`src/tst_pkg.sv`:
```
// package for the segment time unit: sizes, register indexes and shared types
`timescale 1ns / 1ps
package tst_pkg;
    localparam int unsigned MaxSegmentsDefault = 256;
    localparam logic [31:0] MaxSpeedReset = 32'd655360;
    localparam logic [31:0] MaxAccelReset = 32'd262144;
    localparam logic [1:0] RegMaxSpeed   = 2'd0;
    localparam logic [1:0] RegMaxAccel   = 2'd1;
    localparam logic [1:0] RegStartSpeed = 2'd2;

    // datapath operations sequenced by the controller
    typedef enum logic [2:0] {
        OP_NONE  = 3'd0,
        OP_SQR   = 3'd1,   // square and accumulate one axis
        OP_SQRT  = 3'd2,   // one bit of the distance root
        OP_CMP   = 3'd3,   // profile select products
        OP_QSTEP = 3'd4,   // one bit of the time search
        OP_LOAD  = 3'd5,   // latch inputs and differences
        OP_PREP  = 3'd6    // set up bound and divisor
    } t_op;

    typedef struct packed {
        t_op        op;
        logic [1:0] axis;   // axis for square, or sub-step of compare
        logic [5:0] bitn;   // bit under trial
        logic       mulph;  // second half of a two-phase trial
    } t_cmd;

    typedef struct packed {
        logic tri_mode;
    } t_sts;
endpackage

```
`src/tst_ctrl.sv`:
```
// segment time controller: handshakes, run state and datapath sequencing
`timescale 1ns / 1ps
module tst_ctrl
    import tst_pkg::*;
#(
    parameter int unsigned MAX_SEGMENTS = MaxSegmentsDefault
) (
    input  logic        i_clk,
    input  logic        i_rst_n,
    input  logic        i_valid,
    output logic        o_stall,
    input  logic        i_last_point,
    output logic        o_valid,
    input  logic        i_stall,
    output logic [7:0]  o_segment_index,
    output logic        o_last_segment,
    output logic        o_first_seg,
    output t_cmd        o_cmd,
    input  t_sts        i_sts
);
    localparam int unsigned SegLimitI = (MAX_SEGMENTS - 1) < 255 ? MAX_SEGMENTS - 1 : 255;
    localparam logic [7:0] SegLimit = 8'(SegLimitI);

    typedef enum logic [6:0] {
        S_IDLE = 7'b0000001, S_SQR = 7'b0000010, S_SQRT = 7'b0000100,
        S_CMP = 7'b0001000, S_PREP = 7'b0010000, S_Q = 7'b0100000, S_OUT = 7'b1000000
    } t_state;

    t_state     r_state, n_state;
    logic [5:0] r_bit, n_bit;
    logic       r_ph, n_ph;
    logic [1:0] r_ax, n_ax;
    logic       r_have, n_have;
    logic [7:0] r_cnt, n_cnt;
    logic       r_last, n_last;
    logic       acc;
    logic [7:0] r_idx;
    logic       r_ovalid, n_ovalid;

    assign o_stall = (r_state != S_IDLE) || (r_ovalid && r_have);
    assign acc = i_valid && !o_stall;

    always_comb begin
        n_state = r_state; n_bit = r_bit; n_ph = r_ph; n_ax = r_ax;
        n_have = r_have; n_cnt = r_cnt; n_last = r_last;
        n_ovalid = r_ovalid && i_stall;
        o_cmd = '{op: OP_NONE, axis: r_ax, bitn: r_bit, mulph: r_ph};
        case (r_state)
            S_IDLE: if (acc) begin
                o_cmd.op = OP_LOAD;
                n_last = i_last_point;
                if (!r_have) begin
                    n_have = !i_last_point; n_cnt = 8'd0;
                end else begin
                    n_state = S_SQR; n_ax = 2'd0;
                end
            end
            S_SQR: begin
                o_cmd.op = OP_SQR;
                n_ax = r_ax + 2'd1;
                if (r_ax == 2'd2) begin
                    n_state = S_SQRT; n_bit = 6'd34; n_ph = 1'b0;
                end
            end
            S_SQRT: begin
                o_cmd.op = OP_SQRT;
                n_ph = !r_ph;
                if (r_ph) begin
                    if (r_bit == 6'd0) begin
                        n_state = S_CMP; n_ax = 2'd0;
                    end else n_bit = r_bit - 6'd1;
                end
            end
            S_CMP: begin
                o_cmd.op = OP_CMP;
                n_ax = 2'd1;
                if (r_ax == 2'd1) n_state = S_PREP;
            end
            S_PREP: begin
                o_cmd.op = OP_PREP;
                n_state = S_Q; n_bit = 6'd31; n_ph = 1'b0;
            end
            S_Q: begin
                o_cmd.op = OP_QSTEP;
                n_ph = !r_ph;
                if (r_ph) begin
                    if (r_bit == 6'd0) n_state = S_OUT;
                    else n_bit = r_bit - 6'd1;
                end
            end
            S_OUT: if (!r_ovalid) begin
                n_ovalid = 1'b1;
                n_state = S_IDLE;
                if (r_last) begin
                    n_have = 1'b0; n_cnt = 8'd0;
                end else if (r_cnt < SegLimit) n_cnt = r_cnt + 8'd1;
            end
            default: n_state = S_IDLE;
        endcase
    end

    always_ff @(posedge i_clk) begin
        if (!i_rst_n) begin
            r_state <= S_IDLE; r_have <= 1'b0; r_cnt <= 8'd0; r_ovalid <= 1'b0;
            r_bit <= '0; r_ph <= 1'b0; r_ax <= '0; r_last <= 1'b0;
        end else begin
            r_state <= n_state; r_have <= n_have; r_cnt <= n_cnt; r_ovalid <= n_ovalid;
            r_bit <= n_bit; r_ph <= n_ph; r_ax <= n_ax; r_last <= n_last;
        end
        if (r_state == S_OUT && !r_ovalid) r_idx <= r_cnt;
    end

    logic r_olast;
    always_ff @(posedge i_clk) if (r_state == S_OUT && !r_ovalid) r_olast <= r_last;

    assign o_valid = r_ovalid;
    assign o_segment_index = r_idx;
    assign o_last_segment = r_olast;
    assign o_first_seg = (r_cnt == 8'd0);
    logic unused_tri;
    assign unused_tri = i_sts.tri_mode;
endmodule
```
`config.mk`:
```
export PLATFORM = sky130hd
export DESIGN_NAME = tst_ctrl
export DESIGN_NICKNAME = d
export VERILOG_FILES = /design/src/tst_pkg.sv /design/src/tst_ctrl.sv
export SDC_FILE = /design/constraint.sdc
export NUM_CORES = 1
export LEC_CHECK = 0
export BUFFER_PORTS_ARGS = -buffer_cell sky130_fd_sc_hd__buf_4
export CORE_UTILIZATION = 56
export DETAILED_ROUTE_END_ITERATION = 8
export PLACE_DENSITY_LB_ADDON = 0.25
export SKIP_CTS_REPAIR_TIMING = 1
export SLEW_MARGIN = 30
export SYNTH_ARGS = -nofsm -noshare
export SYNTH_HDL_FRONTEND = slang
export SYNTH_SLANG_ARGS = --single-unit
```
`constraint.sdc`:
```
create_clock -name i_clk -period 2.9 [get_ports i_clk]
set_input_delay 0.29 -clock i_clk [delete_from_list [all_inputs] [get_ports i_clk]]
set_output_delay 0.29 -clock i_clk [all_outputs]
set_load 0.1 [all_outputs]
```
# == Yosys cells after proc, flatten, opt, wreduce, memory -nomap -nowiden ==
# Index checks and enable logic that the tools add are counted.
# classes
eq_ne,24
n_reduce_logical,22
n_mux,36
order_cmp,1
n_addsub,3
# ops
operator,count
$mux W7,9
$pmux W7 S7,1
$mux W8,5
$ne A2 B2 Y1 const B,12
$mux W6,3
$pmux W3 S6,1
$pmux W6 S3,1
$pmux W8 S2,1
$reduce_and A5 Y1,2
$reduce_and A9 Y1,1
$add A8 B1 Y8 const B,1
$logic_not A8 Y1,1
$lt A8 B8 Y1 const B,1
$mux W2,4
$pmux W2 S4,1
$reduce_and A4 Y1,2
$eq A7 B1 Y1 const B,1
$eq A7 B2 Y1 const B,1
$eq A7 B3 Y1 const B,1
$eq A7 B4 Y1 const B,1
$eq A7 B5 Y1 const B,1
$eq A7 B6 Y1 const B,1
$eq A7 B7 Y1 const B,1
$mux W1,7
19 further kinds,26
# word_totals
out_inout_bits,24
regBits,36
in_bits,6

# == Depth between registers and ports, before layout ==
# logic_depth
word_depth,6
mapped_depth,9

# == Worst setup path after synthesis ==
# OpenSTA, ideal clock, no wires.
# synth_timing
path_type,reg2out
startpoint,register r_cnt[0]
endpoint,output o_first_seg
arrival_ns,3.916
path_slack_ns,-1.306
t_required_ns,2.610
path_stages_with_launch,5
path_buffers,0
path_cell_list,dfxtp_1 -> inv_1 -> ha_1 -> or4b_2 -> nor4_1
# synth_via
elab_chain_cells,1
# synth_rtl
element,line_no,rtl
"start, declared",tst_ctrl.sv:34,"logic [7:0] r_cnt, n_cnt;"
"start signal, assigned",tst_ctrl.sv:107,r_state <= n_state; r_have <= n_have; r_cnt <= n_cnt; r_ovalid <= n_ovalid;
$logic_not A8 Y1,tst_ctrl.sv:119,assign o_first_seg = (r_cnt == 8'd0);
"end, declared",tst_ctrl.sv:17,"output logic o_first_seg,"
# Every way passes these cells.

==> results.txt <==
Status -> complete, no violations
Critical setup path kind -> flip-flop to primary output
Minimum clock period after layout -> 2.75 ns
Top Ports -> 30
Total wire length after detailed routing -> 4.09 mm
Depth of the critical timing path with buffers and inverters included -> 6
H-tree depth -> 2
Most common library cell in the layout ignoring fill and taps -> sky130_fd_sc_hd__buf_4
Async set-reset flop share out of synthesis -> 0
Synth Instances -> 230
Count of standard-cell rows -> 21
Layout cell share with drive strength beyond 1 -> 0.197
Total area of multi-input combinational cells -> 1120 um2
Beginning of the worst register-to-register path -> r_bit[0]
Placed cell areas -> 2250 um2
Global Route Usage Sum -> 0.230
EDFF count, synth -> 9
Leakage power -> 0.995 nW
TritonCTS Buffers -> 5
Maximum vdd drop -> 273 uV
Remaining global-route overflow -> 0
Height of the die -> 62.2 um
TritonCTS sink count -> 36
Placer congestion estimate -> 0.877
Reg-to-reg endpoint -> r_ax[1]
Drt wl/cell -> 13.6 um
Layout Skew -> 0.00359 ns
Post-DP HPWL -> 2.87 mm
CP max stage delay -> 0.45 ns
Critical-path maximum fanout -> 9
FMAX -> 364 MHz
Commonest cells after routing, fill and taps aside -> 30 x sky130_fd_sc_hd__buf_4, 27 x sky130_fd_sc_hd__dfxtp_1, 24 x sky130_fd_sc_hd__nand2_1
Width of the die -> 62.2 um
CP max stage cell -> sky130_fd_sc_hd__or3_4
Area growth, synth to finish -> 14.5%
Clock latency of the later-clocked register in the worst-skew pair -> 0.34 ns
Placeable core area -> 3420 um2
Starting density of the core -> 0.594
Main synth FF type -> sky130_fd_sc_hd__dfxtp_1
Post-synthesis average cell area -> 8.82 um2
Capture point of the critical path -> o_cmd[11]
Deepest clock path buffer count -> 2
Worst setup startpoint -> r_state[4]
Number of maximum-capacitance violations -> 0
Largest net degree at the start of global routing -> 32
DRC errors left -> 0
Via total after detailed routing -> 1,767
Endpoints failing setup -> 0
Simple-gate portion of the synthesized area -> 0.277
Summed area of non-filler cells in the final layout -> 2320 um2
Cell area after synthesis -> 2030 um2
Cell class contributing the biggest share of worst-path delay -> simple AND/OR/NAND/NOR gates
Synthesized net count -> 241
Post-Synth Adder-Cell Area -> 0.0308
Via count of the first global-routing pass -> 1,630
Remaining max-slew budget at the tightest pin -> 0.609
Transition time at the pin with the least slew margin -> 0.581 ns
CTS clock-pin slew for the worst setup and hold paths -> 0.10 ns
Crit-path cells -> or3_4 > or2_4 > nor3b_4 > nand3_1 > nand2_1 > buf_4
Antenna violations before repair -> 0
Via count normalized by instance count -> 5.89
DRT antenna net count -> 0
DRT Pass-1 Iters -> 4
Setup repair after global routing missed its margin -> false
Worst hold path type -> input port to flip-flop
Total power divided by cell area -> 438 nW/um2
Number of filler instances in the final layout -> 308
Hold Violations, Final -> 0
Count of cells along the worst register-to-register path -> 8
Count of routing violations after the opening detailed-route iteration -> 117
PortBufs -> 28
Part of the Yosys area used for sequential elements -> 0.400
Arrival time of the worst setup path -> 2.46 ns
Total negative slack -> 0 ns
XOR/XNOR share of the synthesized area -> 0.0173
Global-route wire length before repair -> 7.07 mm
FF-to-FF setup slack -> 0.39 ns
YS warnings -> 0
Area taken by flip-flops and latches -> 811 um2
Mux share of post-synthesis cell area -> 0.00986
Unique cell type count in the Yosys netlist -> 55
Buf+Inv Stages, Crit Path -> 1
Type of element capturing the critical path -> primary output
Type of origin of the critical path -> flip-flop
Antenna fix cells -> 0
Area of the die -> 3870 um2
Combinational family with the most area after synthesis -> simple AND/OR/NAND/NOR gates
Portion of the clock cycle consumed by the worst path in the final layout -> 0.948
Area fraction in compound gates after synthesis -> 0.208
Number of nets in the finished design -> 264
CTS tree -> built
Required time of the critical path -> 2.61 ns
Clock root buffer master -> sky130_fd_sc_hd__clkbuf_4
Number of register bits inferred by synthesis -> 36
Number of pins with negative max-slew slack in the final report -> 0
-- tightest hold or removal path, cell delays in order --
cell and delay [ns]:
sky130_fd_sc_hd__buf_4 0.11, sky130_fd_sc_hd__nand2_1 0.05, sky130_fd_sc_hd__a21boi_0 0.06
-- cell usage after synthesis (all sizes together) (3+ instances only) --
cell type,instances,area (um2)
inv,10,37.5
nor2,17,80.1
buf,8,55.1
or3,5,36.3
nor3b,3,33.8
nor4,5,37.5
o211a,3,30.0
nand2b,5,31.3
edfxtp,9,270
a21boi,12,90.1
nand2,24,90.1
ha,5,62.6
dfxtp,27,541
nor2b,4,25.0
clkbuf,6,23.8
nand3,9,45.0
a21oi,7,35.0
a31oi,3,18.8
o211ai,3,22.5
and3,6,37.5
o21ai,16,80.1
nand3b,4,30.0
nor3,8,40.0
-- area by class of cell --
| class | count | share of cell area |
|---|---|---|
| Tap cell | 46 | 0.0248 |
| Timing Repair Buffer | 30 | 0.0969 |
| Inverter | 10 | 0.0162 |
| Clock buffer | 5 | 0.0162 |
| Sequential cell | 36 | 0.349 |
| Multi-Input combinational cell | 170 | 0.481 |
| Clock inverter | 3 | 0.0162 |
-- layer usage --
layer	vias up	global-route usage	part of all wire
li1	877	-	-
met2	49	0.391	0.48
met3	9	0.0643	0.051
met1	832	0.269	0.45
met4	0	0.105	0.018
met5	-	0	0
-- registers in the layout, indices dropped and copies added, names as in the netlist --
| register | cells |
|---|---|
| o_segment_index | 8 |
| r_cnt | 8 |
| r_state | 7 |
| r_bit | 6 |
| r_ax | 2 |
| o_last_segment | 1 |
| o_valid | 1 |
| r_have | 1 |
| r_last | 1 |
| r_ph | 1 |
-- per-stage QoR --
stage | worst slack, ns | power (W) | hold slack [ns] | util | std cells
4_1_cts | 0.141 | 0.00103 | 0.195 | 0.680 | 300
3_3_place_gp | 0.517 | 0.000690 | 0.485 | 0.658 | 292
2_1_floorplan | 0.0171 | 0.000663 | 0.446 | - | 230
3_5_place_dp | 0.483 | 0.000691 | 0.499 | 0.658 | 292
6_report | 0.151 | 0.00102 | 0.210 | 0.680 | 300
5_1_grt | 0.0209 | 0.00107 | 0.206 | 0.680 | 300
-- worst min path at each step --
stage / from / endpoint / cells after the start
after global routing: i_stall / o_valid / 3
after floorplan: i_stall / o_valid / 2
after global placement: r_cnt[0] / r_cnt[0] / 2
after CTS: i_stall / o_valid / 3
final: i_stall / o_valid / 3
after detailed placement: r_ax[0] / r_ax[0] / 1
-- power breakdown --
group	switching (W)	internal (W)	leakage [nW]
clock	0.000161	0.000176	0.0403
sequential	0.0000117	0.000518	0.320
combinational	0.000104	0.0000472	0.635
total	0.000276	0.000741	0.995
-- cell families after synthesis --
kind of cell,after synthesis
AND/OR/NAND/NOR,99
buffers and inverters,24
flip-flops,36
adder cells (fa/ha/maj),5
AO/OA/AOI/OAI,60
multiplexers,2
XOR/XNOR,4
Note: power is estimated with default switching activity, not from simulation.
